$ cat src/rtl/core/dfl_pkg.sv
// ----------------------------------------------------------------------------
// dfl_pkg
// Shared types, transition table and token kinds of the first-token lexer.
// ----------------------------------------------------------------------------
package dfl_pkg;

   localparam int unsigned MAX_TOKEN_LEN_DEF = 255;
   localparam int unsigned STATE_W           = 4;
   localparam int unsigned CHAR_W            = 8;
   localparam int unsigned LEN_OUT_W         = 8;
   localparam int unsigned NUM_GROUPS        = 9;

   localparam logic [STATE_W-1:0] STATE_START = STATE_W'(1);
   localparam logic [STATE_W-1:0] STATE_STUCK = STATE_W'(0);

   typedef enum logic [3:0] {
      GRP_OTHER   = 4'd0,
      GRP_DASH    = 4'd1,
      GRP_DOT     = 4'd2,
      GRP_NEWLINE = 4'd3,
      GRP_BLANK   = 4'd4,
      GRP_F       = 4'd5,
      GRP_I       = 4'd6,
      GRP_LETTER  = 4'd7,
      GRP_DIGIT   = 4'd8
   } group_type;

   typedef enum logic [2:0] {
      KIND_ID      = 3'd0,
      KIND_IF      = 3'd1,
      KIND_ERROR   = 3'd2,
      KIND_REAL    = 3'd3,
      KIND_NUM     = 3'd4,
      KIND_COMMENT = 3'd5,
      KIND_WHITE   = 3'd6,
      KIND_NONE    = 3'd7
   } kind_type;

   localparam logic [7:0] CHR_DASH    = 8'h2D;
   localparam logic [7:0] CHR_DOT     = 8'h2E;
   localparam logic [7:0] CHR_NEWLINE = 8'h0A;
   localparam logic [7:0] CHR_BLANK   = 8'h20;
   localparam logic [7:0] CHR_F       = 8'h66;
   localparam logic [7:0] CHR_I       = 8'h69;
   localparam logic [7:0] CHR_A_LO    = 8'h61;
   localparam logic [7:0] CHR_Z_LO    = 8'h7A;
   localparam logic [7:0] CHR_0       = 8'h30;
   localparam logic [7:0] CHR_9       = 8'h39;

   // rows: state, columns: other, '-', '.', newline, blank, 'f', 'i', letter, digit
   localparam logic [STATE_W-1:0] NEXT_TAB [16][NUM_GROUPS] = '{
      '{4'd0,  4'd0, 4'd0, 4'd0,  4'd0,  4'd0,  4'd0,  4'd0,  4'd0},
      '{4'd13, 4'd9, 4'd5, 4'd0,  4'd12, 4'd4,  4'd2,  4'd4,  4'd7},
      '{4'd0,  4'd0, 4'd0, 4'd0,  4'd0,  4'd3,  4'd4,  4'd4,  4'd4},
      '{4'd0,  4'd0, 4'd0, 4'd0,  4'd0,  4'd4,  4'd4,  4'd4,  4'd4},
      '{4'd0,  4'd0, 4'd0, 4'd0,  4'd0,  4'd4,  4'd4,  4'd4,  4'd4},
      '{4'd0,  4'd0, 4'd0, 4'd0,  4'd0,  4'd0,  4'd0,  4'd0,  4'd6},
      '{4'd0,  4'd0, 4'd0, 4'd0,  4'd0,  4'd0,  4'd0,  4'd0,  4'd6},
      '{4'd0,  4'd0, 4'd8, 4'd0,  4'd0,  4'd0,  4'd0,  4'd0,  4'd7},
      '{4'd0,  4'd0, 4'd0, 4'd0,  4'd0,  4'd0,  4'd0,  4'd0,  4'd8},
      '{4'd0,  4'd10,4'd0, 4'd0,  4'd0,  4'd0,  4'd0,  4'd0,  4'd0},
      '{4'd0,  4'd0, 4'd0, 4'd11, 4'd0,  4'd10, 4'd10, 4'd10, 4'd0},
      '{4'd0,  4'd0, 4'd0, 4'd0,  4'd0,  4'd0,  4'd0,  4'd0,  4'd0},
      '{4'd0,  4'd0, 4'd0, 4'd0,  4'd12, 4'd0,  4'd0,  4'd0,  4'd0},
      '{4'd0,  4'd0, 4'd0, 4'd0,  4'd0,  4'd0,  4'd0,  4'd0,  4'd0},
      '{4'd0,  4'd0, 4'd0, 4'd0,  4'd0,  4'd0,  4'd0,  4'd0,  4'd0},
      '{4'd0,  4'd0, 4'd0, 4'd0,  4'd0,  4'd0,  4'd0,  4'd0,  4'd0}
   };

   localparam kind_type KIND_TAB [16] = '{
      KIND_NONE, KIND_NONE, KIND_ID,      KIND_IF,
      KIND_ID,   KIND_ERROR, KIND_REAL,   KIND_NUM,
      KIND_REAL, KIND_ERROR, KIND_NONE,   KIND_COMMENT,
      KIND_WHITE, KIND_ERROR, KIND_NONE,  KIND_NONE
   };

   typedef struct packed {
      logic                emit;
      kind_type            kind;
      logic [STATE_W-1:0]  state;
      logic                finished;
   } step_result_type;

endpackage

$ cat src/rtl/core/dfl_classify.sv
// ----------------------------------------------------------------------------
// dfl_classify
// Map one character byte, or a line-end beat, to its transition group.
// ----------------------------------------------------------------------------
module dfl_classify (
   input  logic [dfl_pkg::CHAR_W-1:0] char_code,
   input  logic                       line_end,
   output dfl_pkg::group_type         group
);

   always_comb begin
      if (line_end) begin
         group = dfl_pkg::GRP_OTHER;
      end else if (char_code == dfl_pkg::CHR_DASH) begin
         group = dfl_pkg::GRP_DASH;
      end else if (char_code == dfl_pkg::CHR_DOT) begin
         group = dfl_pkg::GRP_DOT;
      end else if (char_code == dfl_pkg::CHR_NEWLINE) begin
         group = dfl_pkg::GRP_NEWLINE;
      end else if (char_code == dfl_pkg::CHR_BLANK) begin
         group = dfl_pkg::GRP_BLANK;
      end else if (char_code == dfl_pkg::CHR_F) begin
         group = dfl_pkg::GRP_F;
      end else if (char_code == dfl_pkg::CHR_I) begin
         group = dfl_pkg::GRP_I;
      end else if (char_code inside {[dfl_pkg::CHR_A_LO:dfl_pkg::CHR_Z_LO]}) begin
         group = dfl_pkg::GRP_LETTER;
      end else if (char_code inside {[dfl_pkg::CHR_0:dfl_pkg::CHR_9]}) begin
         group = dfl_pkg::GRP_DIGIT;
      end else begin
         group = dfl_pkg::GRP_OTHER;
      end
   end

endmodule

$ cat src/rtl/core/dfl_step.sv
// ----------------------------------------------------------------------------
// dfl_step
// One lexer step: table lookup, token emit, length count and line reset.
// ----------------------------------------------------------------------------
module dfl_step #(
   parameter int unsigned MAX_TOKEN_LEN = dfl_pkg::MAX_TOKEN_LEN_DEF,
   parameter int unsigned LEN_W         = $clog2(MAX_TOKEN_LEN + 1)
) (
   input  logic [dfl_pkg::STATE_W-1:0]   state,
   input  logic [LEN_W-1:0]              len,
   input  logic                          finished,
   input  dfl_pkg::group_type            group,
   input  logic                          line_end,
   output dfl_pkg::step_result_type      result,
   output logic [LEN_W-1:0]              len_next,
   output logic [dfl_pkg::LEN_OUT_W-1:0] len_out
);

   logic [dfl_pkg::STATE_W-1:0] nx;
   dfl_pkg::kind_type           kind;
   logic [LEN_W+7:0]            len_wide;

   assign nx       = dfl_pkg::NEXT_TAB[state][group];
   assign kind     = dfl_pkg::KIND_TAB[state];
   assign len_wide = (LEN_W + 8)'(len);
   assign len_out  = (len_wide > (LEN_W + 8)'(255)) ? '1 : len_wide[7:0];

   always_comb begin
      result.emit     = 1'b0;
      result.kind     = kind;
      result.state    = state;
      result.finished = finished;
      len_next        = len;
      if (!finished) begin
         if (nx != dfl_pkg::STATE_STUCK) begin
            result.state = nx;
            if (len < LEN_W'(MAX_TOKEN_LEN)) begin
               len_next = len + LEN_W'(1);
            end
         end else if (kind != dfl_pkg::KIND_NONE) begin
            result.emit     = 1'b1;
            result.finished = 1'b1;
         end
      end
      if (line_end) begin
         result.state    = dfl_pkg::STATE_START;
         result.finished = 1'b0;
         len_next        = '0;
      end
   end

endmodule

$ cat src/rtl/core/dfa_first_token_lexer.sv
// ----------------------------------------------------------------------------
// dfa_first_token_lexer
// Table-driven lexer that reports kind and length of the first token of
// each line, one character beat per cycle while rsp is not stalled.
// ----------------------------------------------------------------------------
// channel | direction | tdata               | tuser           | tlast
// req     | in        | [7:0] char_code     | -               | line_end
// rsp     | out       | [7:0] token_length  | [2:0] token_kind| -
//
// One beat per cycle while rsp is not stalled: a beat lands in the input
// register, then one pass of class, table and length logic loads the result
// register once it is free or being taken. reset clears the lexer state to the
// start state and empties both registers. A stalled rsp holds the result; req
// keeps flowing while the result is taken.
// ----------------------------------------------------------------------------
module dfa_first_token_lexer #(
   parameter int unsigned MAX_TOKEN_LEN = dfl_pkg::MAX_TOKEN_LEN_DEF
) (
   input  logic       clock,
   input  logic       reset,
   input  logic       req_tvalid,
   output logic       req_tready,
   input  logic [7:0] req_tdata,   // [7:0] char_code
   input  logic       req_tlast,   // line_end
   output logic       rsp_tvalid,
   input  logic       rsp_tready,
   output logic [7:0] rsp_tdata,   // [7:0] token_length
   output logic [2:0] rsp_tuser    // [2:0] token_kind
);

   localparam int unsigned LEN_W = $clog2(MAX_TOKEN_LEN + 1);

   logic                            in_valid_ff, in_valid_in;
   logic [dfl_pkg::CHAR_W-1:0]      in_char_ff;
   logic                            in_end_ff;
   logic [dfl_pkg::STATE_W-1:0]     state_ff, state_in;
   logic [LEN_W-1:0]                len_ff, len_in;
   logic                            finished_ff, finished_in;
   logic                            rsp_valid_ff, rsp_valid_in;
   logic [2:0]                      rsp_kind_ff, rsp_kind_in;
   logic [dfl_pkg::LEN_OUT_W-1:0]   rsp_len_ff, rsp_len_in;

   logic                            advance;
   logic                            consume;
   logic                            req_accept;
   dfl_pkg::group_type              group;
   dfl_pkg::step_result_type        step;
   logic [LEN_W-1:0]                len_next;
   logic [dfl_pkg::LEN_OUT_W-1:0]   len_out;

   assign advance    = !rsp_valid_ff || rsp_tready;
   assign consume    = in_valid_ff && advance;
   assign req_tready = !in_valid_ff || advance;
   assign req_accept = req_tvalid && req_tready;

   dfl_classify u_classify (
      .char_code (in_char_ff),
      .line_end  (in_end_ff),
      .group     (group)
   );

   dfl_step #(
      .MAX_TOKEN_LEN (MAX_TOKEN_LEN),
      .LEN_W         (LEN_W)
   ) u_step (
      .state    (state_ff),
      .len      (len_ff),
      .finished (finished_ff),
      .group    (group),
      .line_end (in_end_ff),
      .result   (step),
      .len_next (len_next),
      .len_out  (len_out)
   );

   always_comb begin
      in_valid_in  = in_valid_ff;
      state_in     = state_ff;
      len_in       = len_ff;
      finished_in  = finished_ff;
      rsp_valid_in = rsp_valid_ff;
      rsp_kind_in  = rsp_kind_ff;
      rsp_len_in   = rsp_len_ff;
      if (req_tready) begin
         in_valid_in = req_tvalid;
      end
      if (advance) begin
         rsp_valid_in = consume && step.emit;
      end
      if (consume) begin
         state_in    = step.state;
         len_in      = len_next;
         finished_in = step.finished;
         rsp_kind_in = step.kind;
         rsp_len_in  = len_out;
      end
   end

   always_ff @(posedge clock) begin
      if (reset) begin
         in_valid_ff  <= 1'b0;
         state_ff     <= dfl_pkg::STATE_START;
         len_ff       <= '0;
         finished_ff  <= 1'b0;
         rsp_valid_ff <= 1'b0;
      end else begin
         in_valid_ff  <= in_valid_in;
         state_ff     <= state_in;
         len_ff       <= len_in;
         finished_ff  <= finished_in;
         rsp_valid_ff <= rsp_valid_in;
      end
   end

   always_ff @(posedge clock) begin
      if (req_accept) begin
         in_char_ff <= req_tdata;
         in_end_ff  <= req_tlast;
      end
      rsp_kind_ff <= rsp_kind_in;
      rsp_len_ff  <= rsp_len_in;
   end

   assign rsp_tvalid = rsp_valid_ff;
   assign rsp_tdata  = rsp_len_ff;
   assign rsp_tuser  = rsp_kind_ff;

   a_finished_silent: assert property (@(posedge clock) disable iff (reset)
      consume && finished_ff |=> !rsp_valid_ff)
      else $error("result after finished line");

   a_line_end_reset: assert property (@(posedge clock) disable iff (reset)
      consume && in_end_ff |=>
         state_ff == dfl_pkg::STATE_START && len_ff == '0 && !finished_ff)
      else $error("line end did not reset lexer state");

   a_len_bound: assert property (@(posedge clock) disable iff (reset)
      len_ff <= LEN_W'(MAX_TOKEN_LEN))
      else $error("token length above maximum");

   a_kind_valid: assert property (@(posedge clock) disable iff (reset)
      rsp_valid_ff |-> rsp_kind_ff != dfl_pkg::KIND_NONE)
      else $error("result from non-final state");

endmodule

$ cat config.mk
export PLATFORM = sky130hd
export DESIGN_NAME = dfa_first_token_lexer
export DESIGN_NICKNAME = d
export VERILOG_FILES = /design/src/rtl/core/dfl_pkg.sv /design/src/rtl/core/dfl_classify.sv /design/src/rtl/core/dfl_step.sv /design/src/rtl/core/dfa_first_token_lexer.sv
export SDC_FILE = /design/constraint.sdc
export NUM_CORES = 1
export LEC_CHECK = 0
export BUFFER_PORTS_ARGS = -buffer_cell sky130_fd_sc_hd__buf_2
export CELL_PAD_IN_SITES_DETAIL_PLACEMENT = 1
export CELL_PAD_IN_SITES_GLOBAL_PLACEMENT = 1
export CORE_ASPECT_RATIO = 0.6
export CORE_UTILIZATION = 46
export DETAILED_ROUTE_END_ITERATION = 8
export PLACE_DENSITY_LB_ADDON = 0.1
export SLEW_MARGIN = 25
export SYNTH_ARGS = -nofsm -noshare
export SYNTH_HDL_FRONTEND = slang
export SYNTH_HIERARCHICAL = 1
export SYNTH_SLANG_ARGS = --single-unit
$ cat constraint.sdc
create_clock -name clock -period 4.86 [get_ports clock]
set_clock_uncertainty 0.15 [all_clocks]
set_input_delay 0.243 -clock clock [delete_from_list [all_inputs] [get_ports clock]]
set_output_delay 0.243 -clock clock [all_outputs]
set_load 0.03 [all_outputs]
# Word level (Yosys, flattened, before mapping)
# Memories as Yosys holds them, arrays and structs flattened.
# Cells that the tools add are included.
classes:
  n_eq_ne: 8
  magnitude_cmp: 8
  mul: 0
  add_sub_neg: 1
  shifts: 0
  n_mux: 26
  bitwise_logic: 2
  n_div: 0
  n_reduce_logical: 14
ops:
  columns: ["cell", "n"]
  rows:
  - ["36-bit 2-to-1 mux", 2]
  - ["4-bit 2-to-1 mux", 12]
  - ["8-bit 2-to-1 mux", 4]
  - ["8-bit by 6-bit equality test with 1-bit output, second input constant", 3]
  - ["4-bit binary-select mux with 4-bit select", 1]
  - ["8-bit by 7-bit equality test with 1-bit output, second input constant", 2]
  - ["5-bit greater-or-equal comparator, second input constant", 2]
  - ["5-bit 2-to-1 mux", 2]
  - ["4-bit NOT with 5-bit output", 2]
  - ["8-bit by 1-bit adder with 8-bit output, second input constant", 1]
  - ["8-bit by 4-bit equality test with 1-bit output, second input constant", 1]
  - ["8-bit by 6-bit greater-or-equal comparator with 1-bit output, second input constant", 1]
  - ["8-bit by 7-bit greater-or-equal comparator with 1-bit output, second input constant", 1]
  - ["8-bit greater-than comparator, second input constant", 1]
  - ["8-bit by 6-bit less-or-equal comparator with 1-bit output, second input constant", 1]
  - ["8-bit by 7-bit less-or-equal comparator with 1-bit output, second input constant", 1]
  - ["8-bit < comparator, second input constant", 1]
  - ["3-bit 2-to-1 mux", 2]
  - ["1-bit logical AND", 5]
  - ["4-bit AND reduction", 1]
  - ["2-bit nonzero test", 2]
  - ["4-bit nonzero test", 1]
  - ["1-bit 2-to-1 mux", 3]
  - ["3-bit inequality test, second input constant", 1]
  - ["4 further kinds", 6]
word_totals:
  mem_bits_rw: 0
  word_cells: 70
  mem_bits_ro: 624
  n_memories: 2
  inputBits: 13
  output_inout_bits: 13
  latch_bits: 0
  register_bits: 35
mem_list:
  columns: ["memory", "words", "word_bits", "read_ports", "rd_ports_with_merged_regs", "write_ports", "line_no", "source"]
  rows:
  - ["(no name shown)", 16, 36, 1, 0, 0, "dfl_step.sv:23", "assign nx = dfl_pkg::NEXT_TAB[state][group];"]
  - ["(no name shown)", 16, 3, 1, 0, 0, "dfl_step.sv:24", "assign kind = dfl_pkg::KIND_TAB[state];"]

# Logic depth before layout (Yosys ltp)
# Gate-level depths: netlist of run 1.
logic_depth:
  depth_word: 19
  mapped_depth: 16
  ltp_nobuf: 13

# By module
# Netlist of run 1, hierarchy kept.
by_module_without_submodules:
  columns: ["mod", "instances", "cells_each", "seq_area_each_um2", "area_per_inst_um2"]
  rows:
  - ["dfa_first_token_lexer", 1, 89, 900.9, 1293.7]
  - ["dfl_step", 1, 136, 0.0, 935.9]
  - ["dfl_classify", 1, 33, 0.0, 227.7]

# Least setup slack after synthesis of run 1
# OpenSTA, ideal clock, no wires.
synth_path:
  path_kind: "register to register"
  startpoint: "register in_char_ff[4] (netlist name)"
  endpoint: "register len_ff[4]"
  setup_slack_ps: 1458
  setup_time_ps: 67
  synth_period_minus_slack_ps: 3402
  arrival_time_ps: 3185
  path_buffers: 1
  required_ps: 4643
  stages_incl_launch_ff: 15
  path_cell_list: "edfxtp_1 nor4b_1 nand3_1 and2_1 and4b_1 clkbuf_1 or3b_1 a311o_1 o221a_2 nand4bb_1 o21ai_2 or4_1 a21oi_1 nand4b_1 o21ai_2"
synth_via:
  elab_chain_cells: 18
  word_cells_on_any_way: 28
  classes_between: "4 x order compare; 6 x eq/ne; 12 x mux; 1 x bitwise; 5 x reduce/logical"
synth_rtl:
  columns: ["item", "line_no", "source"]
  rows:
  - ["start, declared", "dfa_first_token_lexer.sv:34", "logic [dfl_pkg::CHAR_W-1:0] in_char_ff;"]
  - ["start signal, assigned", "dfa_first_token_lexer.sv:117", "in_char_ff <= req_tdata;"]
  - ["8-bit by 6-bit greater-or-equal comparator with 1-bit output / 8-bit by 6-bit less-or-equal comparator with 1-bit output (equally long branches)", "dfl_classify.sv:28", "end else if (char_code inside {[dfl_pkg::CHR_0:dfl_pkg::CHR_9]}) begin"]
  - ["1-bit logical AND", "dfl_classify.sv:28", null]
  - ["4-bit 2-to-1 mux", "dfl_classify.sv:28", null]
  - ["4-bit 2-to-1 mux", "dfl_classify.sv:26", "end else if (char_code inside {[dfl_pkg::CHR_A_LO:dfl_pkg::CHR_Z_LO]}) begin"]
  - ["4-bit 2-to-1 mux", "dfl_classify.sv:24", "end else if (char_code == dfl_pkg::CHR_I) begin"]
  - ["4-bit 2-to-1 mux", "dfl_classify.sv:22", "end else if (char_code == dfl_pkg::CHR_F) begin"]
  - ["4-bit 2-to-1 mux", "dfl_classify.sv:20", "end else if (char_code == dfl_pkg::CHR_BLANK) begin"]
  - ["4-bit 2-to-1 mux", "dfl_classify.sv:18", "end else if (char_code == dfl_pkg::CHR_NEWLINE) begin"]
  - ["(+2 left out)", null, null]
  - ["4-bit 2-to-1 mux (*)", "dfl_classify.sv:12", "if (line_end) begin"]
  - ["via group[3]", "dfa_first_token_lexer.sv:46", "dfl_pkg::group_type group;"]
  - ["4-bit NOT with 5-bit output (not written as such) (*)", "dfl_step.sv:23", null]
  - ["4-bit binary-select mux with 4-bit select (*)", "dfl_step.sv:23", null]
  - ["4-bit 2-to-1 mux (not written as such) (*) (2 in series)", "dfl_step.sv:23", null]
  - ["4-bit nonzero test (*)", "dfl_step.sv:35", "if (nx != dfl_pkg::STATE_STUCK) begin"]
  - ["2-bit nonzero test (no line) (*)", null, null]
  - ["4-bit AND reduction (no line) (*)", null, null]
  - ["end signal, assigned", "dfa_first_token_lexer.sv:109", "len_ff <= len_in;"]
  - ["end, declared", "dfa_first_token_lexer.sv:37", "logic [LEN_W-1:0] len_ff, len_in;"]
# The timed path passes the listed nets; every way through them passes the cells marked *. The select of a mux whose other input is x is not followed.
# A chain may end at the register's enable or synchronous reset.

# Worst setup path in the final report of run 1
layout_path:
  startpoint: "register in_char_ff[4] (netlist name)"
  endpoint: "register len_ff[3]"
layout_via:
  word_cells_on_any_way: 28
  classes_between: "4 x order compare; 6 x eq/ne; 12 x mux; 1 x bitwise; 5 x reduce/logical"
layout_rtl:
  columns: ["item", "line_no", "source"]
  rows:
  - ["8-bit by 7-bit greater-or-equal comparator with 1-bit output / 8-bit by 7-bit less-or-equal comparator with 1-bit output (equally long branches)", "dfl_classify.sv:26", null]
  - ["1-bit logical AND", "dfl_classify.sv:26", null]
  - ["4-bit 2-to-1 mux", "dfl_classify.sv:26", null]
  - ["4-bit 2-to-1 mux", "dfl_classify.sv:24", null]
  - ["4-bit 2-to-1 mux", "dfl_classify.sv:22", null]
  - ["4-bit 2-to-1 mux", "dfl_classify.sv:20", null]
  - ["4-bit 2-to-1 mux", "dfl_classify.sv:18", null]
  - ["4-bit 2-to-1 mux", "dfl_classify.sv:16", "end else if (char_code == dfl_pkg::CHR_DOT) begin"]
  - ["4-bit 2-to-1 mux (*)", "dfl_classify.sv:14", "end else if (char_code == dfl_pkg::CHR_DASH) begin"]
  - ["4-bit 2-to-1 mux (*)", "dfl_classify.sv:12", null]
  - ["via group[0]", "dfa_first_token_lexer.sv:46", null]
  - ["4-bit NOT with 5-bit output (not written as such) (*)", "dfl_step.sv:23", null]
  - ["4-bit binary-select mux with 4-bit select (*)", "dfl_step.sv:23", null]
  - ["4-bit 2-to-1 mux (not written as such) (*) (2 in series)", "dfl_step.sv:23", null]
  - ["4-bit nonzero test (*)", "dfl_step.sv:35", null]
  - ["2-bit nonzero test (no line) (*)", null, null]
  - ["4-bit AND reduction (no line) (*)", null, null]
# Marked as above.

==> out/metrics.csv, run 1 <==
metric,value,unit
CTS tree,done,
kind of critical path,reg -> reg,
Total Power,635,uW
Max-slew headroom,35.0,%
Worst EP required,4.88,ns
Unique masters post-synth,66,
Routed wire per std cell,17.2,um
largest net degree at the start of global routing,29,
die area,0.00565,sq mm
"IR drop worst, VDD",150,uV
Setup TNS Final,0,ns
CP startpoint kind,flop,
width of the die,96.4,um
final hold violations,0,
Yosys Warn Count,6,
Worst setup EP type,flop,
Max Slew Vio Count,0,
sequential cell area fraction in the yosys report,36.7,%
fin crit share,90.7,%
Die Y,58.6,um
layout cell share with drive strength beyond 1,19.0,%
Core Footprint,0.00510,sq mm
n_diodes,0,
routed vias/inst,5.88,
First-pass DRT Iterations,4,
gr usage total,22.0,%
top-area cell type share of the netlist area,24.4,%
global-route wire length before repair,9470,um
DRT Wirelength,5840,um
post-synthesis async set-or-reset flop share,0,%
Worst Hold Class,in -> reg,
post_cts resized,0,
Root Driver,clkbuf_8,
drt drc,0,
TritonCTS Buffers,5,
CP Max Fanout,17,
gpl congestion,0.845,
final number of setup-violating endpoints,0,
Max-Cap Viols,0,
antenna violations before repair,0,
pwr dens,240,mW/mm^2
Syn Inst Count,258,
syn avg cell area,9.52,sq um
"top cells by area, synth","edfxtp_1, dfxtp_1, nand4b_1",
DP HPWL,3890,um
Clock transition at path regs,0.08,ns
Yosys top cell by area,edfxtp_1,
cell leakage power,0.000942,uW
status,completed,
I/O Pins,26,
starting density of the core,48.1,%
row count,20,
worst slew pin tran,0.975,ns
Clock Sinks,35,
clk_lat worst skew,0.29,ns
Layout area overhead,7.84,%
prevailing post-synth register cell,edfxtp_1,
initial DRC count,103,
FMAX,227,MHz
vias in the first global route,1883,
synthesized area,0.00246,sq mm
"flops & latches, synth",35,
total gr overflow,0,
"EDFF count, synth",20,
final-stage net count,292,
Final min period,4.41,ns
final instance area,0.00265,sq mm
CTS Buffer Depth,2,
Worst EP arrival,4.43,ns
# port buffers,25,
Placed Area,0.00247,sq mm
vias,1992,
post-synthesis net count,278,
Max H-tree Level,2,
post-route ant nets,0,
unrepaired setup endpoints after global routing,false,
==> cells by family after synthesis <==
group | count (synthesis) | share of synthesized area [%]
adder cells (fa/ha/maj) | 8 | 3.97
AO/OA/AOI/OAI | 63 | 18.7
flip-flops | 35 | 36.7
AND/OR/NAND/NOR | 108 | 27.9
XOR/XNOR | 4 | 1.43
multiplexers | 5 | 2.09
buffers and inverters | 35 | 9.27
==> registers in the layout, summed over array words and instances (netlist names) <==
signal	count
rsp_tdata	8
rsp_tuser	3
in_end_ff	1
len_ff	8
in_char_ff	8
finished_ff	1
state_ff	4
rsp_tvalid	1
in_valid_ff	1
==> placed cells by master, fill, tap and decap left out, types with 4 or more instances in the layout <==
cell	Yosys	final
buf_2	7	25
edfxtp_1	20	20
nor2_1	16	16
nand2b_1	15	15
a21oi_1	15	15
dfxtp_1	15	15
nand2_1	14	14
nand4b_1	13	13
o21ai_2	10	10
o21ai_0	9	9
dlygate4sd3_1	0	9
ha_1	7	7
inv_1	6	6
nand3_1	6	6
clkbuf_8	0	5
nor2b_1	5	5
or3b_1	5	5
mux2i_1	4	4
==> path summary, 6_finish.rpt <==
check | start | to | slack [ns] | cells after the start
worst max register to register | in_char_ff[4]$_DFFE_PP_ | len_ff[3]$_SDFFE_PP0P_ | 0.45 | 11
worst max-delay path | in_char_ff[4]$_DFFE_PP_ | len_ff[3]$_SDFFE_PP0P_ | 0.45 | 11
worst min register to register | len_ff[1]$_SDFFE_PP0P_ | rsp_tdata[1]$_DFFE_PP_ | 0.38 | 0
worst min-delay path | req_tvalid | in_valid_ff$_SDFFE_PP0P_ | 0.11 | 3
==> metrics by stage <==
stage / hold WS (ns) / setup WS (ns) / std cells / utilization, %
after floorplan: 0.192 / 1.46 / 258 / -
after global placement: 0.270 / 0.848 / 322 / 48.4
after detailed placement: 0.272 / 0.488 / 322 / 48.4
after CTS: 0.0468 / 0.469 / 339 / 51.9
after global routing: 0.115 / 0.0222 / 339 / 51.9
final: 0.106 / 0.453 / 339 / 51.9
==> critical path: stages (launching register included) <==
cell	delay, ns
edfxtp_1	0.46
nor4b_1	0.49
nand2b_1	0.14
o22ai_1	0.78
nor2_1	0.25
o311ai_0	0.56
nand4bb_1	0.28
o21ai_2	0.54
nor3b_1	0.14
mux2_1	0.33
nand4b_1	0.11
o21ai_2	0.06
==> report_power, final <==
group	leakage [uW]	internal, uW	total (uW)	switching, uW
combinational	0.000591	38.1	80.7	42.6
clock	0.0000402	99.8	215	116
sequential	0.000312	323	339	16.4
==> routing by layer <==
layer / track usage [%] / wire length (um) / share of wire (%)
met2: 32.4 / 2510 / 43
met5: 0 / 0 / 0
met4: 3.57 / 32 / 0.55
met3: 5.17 / 282 / 4.8
met1: 33.1 / 3020 / 52
==> synthesized netlist by cell type, types with 2 or more instances <==
cell,n
mux2i_1,4
dfxtp_1,15
nor3b_1,3
nor2_1,16
buf_4,10
or4_1,3
o21ai_2,10
nand2b_1,15
or3_1,2
nand3_1,6
nand4b_1,13
and3_1,3
buf_6,3
o21ai_0,9
o21a_1,3
a311oi_1,2
and2_1,3
nor4_1,2
o211ai_1,2
ha_1,7
inv_1,6
nand3b_1,3
nand2_1,14
xor2_1,3
o31ai_1,3
o31a_1,2
a21oi_1,15
or3b_1,5
clkbuf_1,6
buf_2,7
nor3_1,3
edfxtp_1,20
nor2b_1,5
nor4b_1,2
o22ai_1,2
==> timing repair <==
action                    4_1_cts  5_1_grt
setup buffers                   0        0
hold endpoints to repair        9        0
hold buffers                    9        0
==> cell type report <==
cell class | count | area [sq um]
Multi-Input combinational cell | 188 | 1330
Sequential cell | 35 | 901
Inverter | 7 | 26.3
Timing Repair Buffer | 35 | 223
Tap cell | 66 | 82.6
Clock inverter | 3 | 20.0
Clock buffer | 5 | 68.8
Fill cell | 592 | 2450
(Power assumes the default switching activity.)
==> inputs of run 2 (changes only) <==
- CORE_UTILIZATION: 46 -> 45
==> out/metrics.csv, run 2 (same netlist as run 1, synthesis figures left out) <==
metric,value,unit,change
status,completed,,
pwr dens,253,mW/mm^2,+5.8%
global-route wire length before repair,9730,um,+2.8%
worst r2r dst,len_ff[3]$_SDFFE_PP0P_,,
row count,20,,unchanged
Worst EP arrival,4.38,ns,-0.05 ns
final number of setup-violating endpoints,0,,unchanged
Max-slew headroom,39.6,%,+4.6 points
Worst EP required,4.88,ns,about the same
kind of critical path,reg -> reg,,
"commonest non-fill, non-tap cell in the layout",buf_2,,
vias in the first global route,1905,,+1.2%
total gr overflow,0,,unchanged
layout cell share with drive strength beyond 1,18.7,%,-0.37 points
DRT Wirelength,5880,um,+0.68%
DP HPWL,4070,um,+4.4%
cell leakage power,0.000958,uW,+1.6%
First-pass DRT Iterations,4,,unchanged
Clock transition at path regs,0.08,ns,about the same
final hold violations,0,,unchanged
routed vias/inst,5.91,,+0.55%
gpl congestion,0.871,,+3.1%
Final min period,4.36,ns,-0.0449 ns
I/O Pins,26,,unchanged
drt drc,0,,unchanged
Post-CTS Setup Inserts,0,,unchanged
Die Y,59.2,um,+1.1%
gr usage total,21.4,%,-0.59 points
fin crit share,89.8,%,-0.92 points
Most Crowded Layer GR,met2,,
unrepaired setup endpoints after global routing,false,,
worst reg-to-reg path cell count,12,,+1
CP Max Fanout,17,,unchanged
Clk pwr share,37.9,%,+4.0 points
Max Slew Vio Count,0,,unchanged
CP startpoint kind,flop,,
vias,2003,,+0.55%
post_cts resized,0,,unchanged
Max-Cap Viols,0,,unchanged
final-stage net count,292,,unchanged
hold buffers post-CTS,9,,unchanged
Routed wire per std cell,17.4,um,+0.68%
Combinational Power Share,11.9,%,-0.8 points
reg2reg start,in_end_ff$_DFFE_PP_,,
CTS tree,done,,
largest net degree at the start of global routing,29,,unchanged
width of the die,97.4,um,+1.1%
clk_lat worst skew,0.28,ns,about the same
Worst Hold Class,in -> reg,,
met3 Usage GRT,4.48,%,-0.69 points
antenna violations before repair,0,,unchanged
Worst Hold End,in_valid_ff$_SDFFE_PP0P_,,
FMAX,229,MHz,+1.0%
CTS Buffer Depth,2,,unchanged
worst slew pin tran,0.906,ns,-0.0689 ns
# port buffers,25,,unchanged
switching power,165,uW,-5.3%
"commonest cells after routing, fill and taps aside","buf_2, edfxtp_1, nor2_1",,
Root Driver,clkbuf_8,,
post-route ant nets,0,,unchanged
starting density of the core,47.7,%,-0.47 points
worst hold stages,3,,unchanged
met1 usage,31.4,%,-1.7 points
sequential share of power,50.2,%,-3.2 points
Core Footprint,0.00515,sq mm,+0.98%
hold path start,req_tvalid,,
Worst setup EP type,flop,,
Post-Layout Cell Count,339,,unchanged
post-placement cell count,322,,unchanged
Filler Cell Count,587,,-0.84%
r2r setup slk,0.50,ns,+0.04 ns
Setup TNS Final,0,ns,unchanged
n_diodes,0,,unchanged
Pint,511,uW,+11%
"IR drop worst, VDD",151,uV,about the same
sw frac,24.4,%,-3.0 points
TritonCTS Buffers,5,,unchanged
Layout area overhead,8.60,%,
die area,0.00577,sq mm,+2.2%
Clock Sinks,35,,unchanged
Layout Utilization,51.8,%,-0.14 points
Max H-tree Level,2,,unchanged
initial DRC count,164,,+59%
GR met2 Demand/Resource,33.3,%,+0.85 points
run 2: worst max-delay path: stages (launching register included):
cell       delay [ns]
edfxtp_1         0.63
nor3b_1          0.36
nand3_1          0.14
o22ai_1          0.71
nand2b_1         0.21
a211oi_1         0.07
o311ai_0         0.52
nand4bb_1        0.26
o21ai_2          0.54
nor3b_1          0.15
mux2_1           0.33
nand4b_1         0.11
o21ai_2          0.06
run 2: layer usage:
layer / share of wire [%] / vias up
met5: 0 / -
met4: 0.32 / 0
met3: 4.5 / 2
met2: 43 / 40
met1: 53 / 972
li1: - / 989
run 2: area by class of cell:
| type | instances | area [sq um] | area share (%) |
|---|---|---|---|
| Multi-Input combinational cell | 188 | 1330 | 49.8 |
| Sequential cell | 35 | 901 | 33.8 |
| Timing Repair Buffer | 35 | 223 | 8.35 |
| Tap cell | 66 | 82.6 | 3.09 |
| Clock buffer | 5 | 68.8 | 2.58 |
| Clock inverter | 3 | 38.8 | 1.45 |
| Inverter | 7 | 26.3 | 0.985 |
run 2: power by group through the flow:
stage               Sequential (uW)  Combinational (uW)  Clock [uW]
global route                    342                87.4         272
finish                          340                80.8         256
global placement                346                73.6           0
CTS                             339                80.1         261
detailed placement              346                74.2           0
floorplan                       340                65.9           0
run 2: worst max-delay path by stage:
| stage | start | to | slack, ns | depth (start not counted) |
|---|---|---|---|---|
| final | in_end_ff$_DFFE_PP_ | len_ff[3]$_SDFFE_PP0P_ | 0.50 | 12 |
| after global routing | in_end_ff$_DFFE_PP_ | len_ff[3]$_SDFFE_PP0P_ | 0.1 | 11 |
| after CTS | in_end_ff$_DFFE_PP_ | len_ff[3]$_SDFFE_PP0P_ | 0.55 | 12 |
| after detailed placement | in_end_ff$_DFFE_PP_ | len_ff[3]$_SDFFE_PP0P_ | 0.58 | 12 |
| after global placement | in_end_ff$_DFFE_PP_ | len_ff[3]$_SDFFE_PP0P_ | 0.80 | 11 |
| after floorplan | in_char_ff[4]$_DFFE_PP_ | len_ff[4]$_SDFFE_PP0P_ | 1.46 | 14 |
run 2: per-stage QoR:
stage | setup WS [ns] | power (uW) | cell area [sq um] | hold WS (ns)
global placement | 0.796 | 419 | 2470 | 0.270
global route | 0.0991 | 701 | 2670 | 0.0820
CTS | 0.551 | 680 | 2670 | 0.0700
floorplan | 1.46 | 406 | 2460 | 0.192
detailed placement | 0.579 | 420 | 2470 | 0.272
finish | 0.498 | 676 | 2670 | 0.0742
==> inputs of run 3 (changes only) <==
- PLACE_DENSITY_LB_ADDON: 0.1 -> 0.25
==> out/metrics.csv, run 3 (same netlist as run 1, synthesis figures left out) <==
metric,value,unit,change
DP HPWL,4060,um,about the same
initial DRC count,102,,-38%
fin crit share,88.4,%,-1.4 points
Worst EP arrival,4.32,ns,-0.06 ns
Metal-1 WL,3240,um,+4.6%
layout cell share with drive strength beyond 1,18.3,%,-0.37 points
worst setup path start,in_end_ff$_DFFE_PP_,,
worst r2r dst,len_ff[3]$_SDFFE_PP0P_,,
Worst setup EP type,flop,,
CTS tree,done,,
pwr dens,254,mW/mm^2,+0.32%
starting density of the core,47.7,%,unchanged
uppermost routed layer,met4,,
DR WL met3,205,um,-22%
row count,20,,unchanged
reg2reg start,in_end_ff$_DFFE_PP_,,
Layout area overhead,8.55,%,about the same
worst slew pin tran,0.861,ns,-0.0453 ns
DRT Wirelength,5880,um,about the same
Max-Cap Viols,0,,unchanged
die area,0.00577,sq mm,unchanged
post-route ant nets,0,,unchanged
Worst Hold Class,in -> reg,,
routed vias/inst,5.93,,+0.35%
TritonCTS Buffers,5,,unchanged
Routed wire per std cell,17.3,um,about the same
Max-slew headroom,42.6,%,+3.0 points
"IR drop worst, VDD",120,uV,-20%
met2 wire length,2380,um,-5.0%
FMAX,233,MHz,+1.6%
final hold violations,0,,unchanged
# port buffers,25,,unchanged
CTS Buffer Depth,2,,unchanged
CP Max Fanout,17,,unchanged
global-route wire length before repair,9650,um,-0.85%
post-placement cell count,322,,unchanged
Post-CTS Setup Inserts,0,,unchanged
r2r setup slk,0.56,ns,+0.07 ns
"commonest cells after routing, fill and taps aside","buf_2, edfxtp_1, nor2_1",,
final number of setup-violating endpoints,0,,unchanged
Core Footprint,0.00515,sq mm,unchanged
vias in the first global route,1855,,-2.6%
Clock transition at path regs,0.07,ns,about the same
worst reg-to-reg path cell count,11,,-1
Max H-tree Level,2,,unchanged
clk_lat worst skew,0.29,ns,about the same
Max Slew Vio Count,0,,unchanged
CP startpoint kind,flop,,
final-stage net count,292,,unchanged
Die Y,59.2,um,unchanged
Final min period,4.30,ns,-0.0668 ns
Setup TNS Final,0,ns,unchanged
"commonest non-fill, non-tap cell in the layout",buf_2,,
antenna violations before repair,0,,unchanged
gpl congestion,0.890,,+2.1%
Worst EP required,4.89,ns,about the same
largest net degree at the start of global routing,29,,unchanged
cell leakage power,0.000955,uW,-0.33%
n_diodes,0,,unchanged
unrepaired setup endpoints after global routing,false,,
Clock Sinks,35,,unchanged
Post-Layout Cell Count,339,,unchanged
status,completed,,
width of the die,97.4,um,unchanged
drt drc,0,,unchanged
Root Driver,clkbuf_8,,
gr usage total,21.4,%,+0.062 points
I/O Pins,26,,unchanged
total gr overflow,0,,unchanged
First-pass DRT Iterations,4,,unchanged
Critical Path End,len_ff[3]$_SDFFE_PP0P_,,
kind of critical path,reg -> reg,,
vias,2010,,+0.35%
## run 3: cell types whose count changed in the layout (fill, tap and decap cells not counted), sizes merged
cell / previous run / this run
clkinv: 2 / 0
clkbuf: 5 / 7
## run 3: final cells by class
type                       count  area [sq um]
timing repair buffer          35           223
inverter                       7          26.3
fill                         608          2490
sequential                    35           901
tap                           66          82.6
multi-input combinational    188          1330
clock inverter                 1          30.0
clock buffer                   7          76.3
## run 3: per-stage QoR
stage	area, sq um	utilization, %	total power [uW]	worst slack [ns]	hold WS (ns)
after floorplan	2460	-	406	1.46	0.192
after global placement	2470	47.9	418	0.828	0.269
after detailed placement	2470	47.9	420	0.604	0.272
after CTS	2670	51.7	685	0.593	0.0287
after global routing	2670	51.7	710	0.208	0.0536
final	2670	51.7	678	0.565	0.0335
## run 3: worst min path at each step
stage                     depth (start not counted)  slack, ns          from                  endpoint
final                                             3       0.03    req_tvalid  in_valid_ff$_SDFFE_PP0P_
after global routing                              3       0.05    req_tvalid  in_valid_ff$_SDFFE_PP0P_
after CTS                                         3       0.03    req_tvalid  in_valid_ff$_SDFFE_PP0P_
after detailed placement                          1       0.27  req_tdata[1]   in_char_ff[1]$_DFFE_PP_
after global placement                            1       0.27  req_tdata[0]   in_char_ff[0]$_DFFE_PP_
after floorplan                                   0       0.19  req_tdata[0]   in_char_ff[0]$_DFFE_PP_
## run 3: metal layers
| metal | vias to the layer above | global-route usage [%] |
|---|---|---|
| met5 | - | 0 |
| met4 | 0 | 6.30 |
| met3 | 6 | 4.36 |
| met2 | 41 | 30.4 |
| met1 | 978 | 32.6 |
| li1 | 985 | - |
## run 3: power breakdown
part | total, uW | internal [uW] | switching (uW)
Clock | 258 | 154 | 105
Sequential | 340 | 323 | 17.0
Combinational | 80.4 | 38.1 | 42.3
## run 3: critical path: stages (launching register included)
cell and delay [ns]:
edfxtp_1 0.62, nor3b_1 0.35, nand3_1 0.15, o22ai_1 0.67, nor2_1 0.24, o311ai_0 0.49
nand4bb_1 0.25, o21ai_2 0.56, nor3b_1 0.16, mux2_1 0.35, nand4b_1 0.12, o21ai_2 0.06
## run 3: timing repair
item                                    in CTS  in global routing
gates resized for setup                      0                  0
endpoints found under the setup margin       0                  0
hold buffers                                 9                  0
hold endpoints to repair                     9                  0
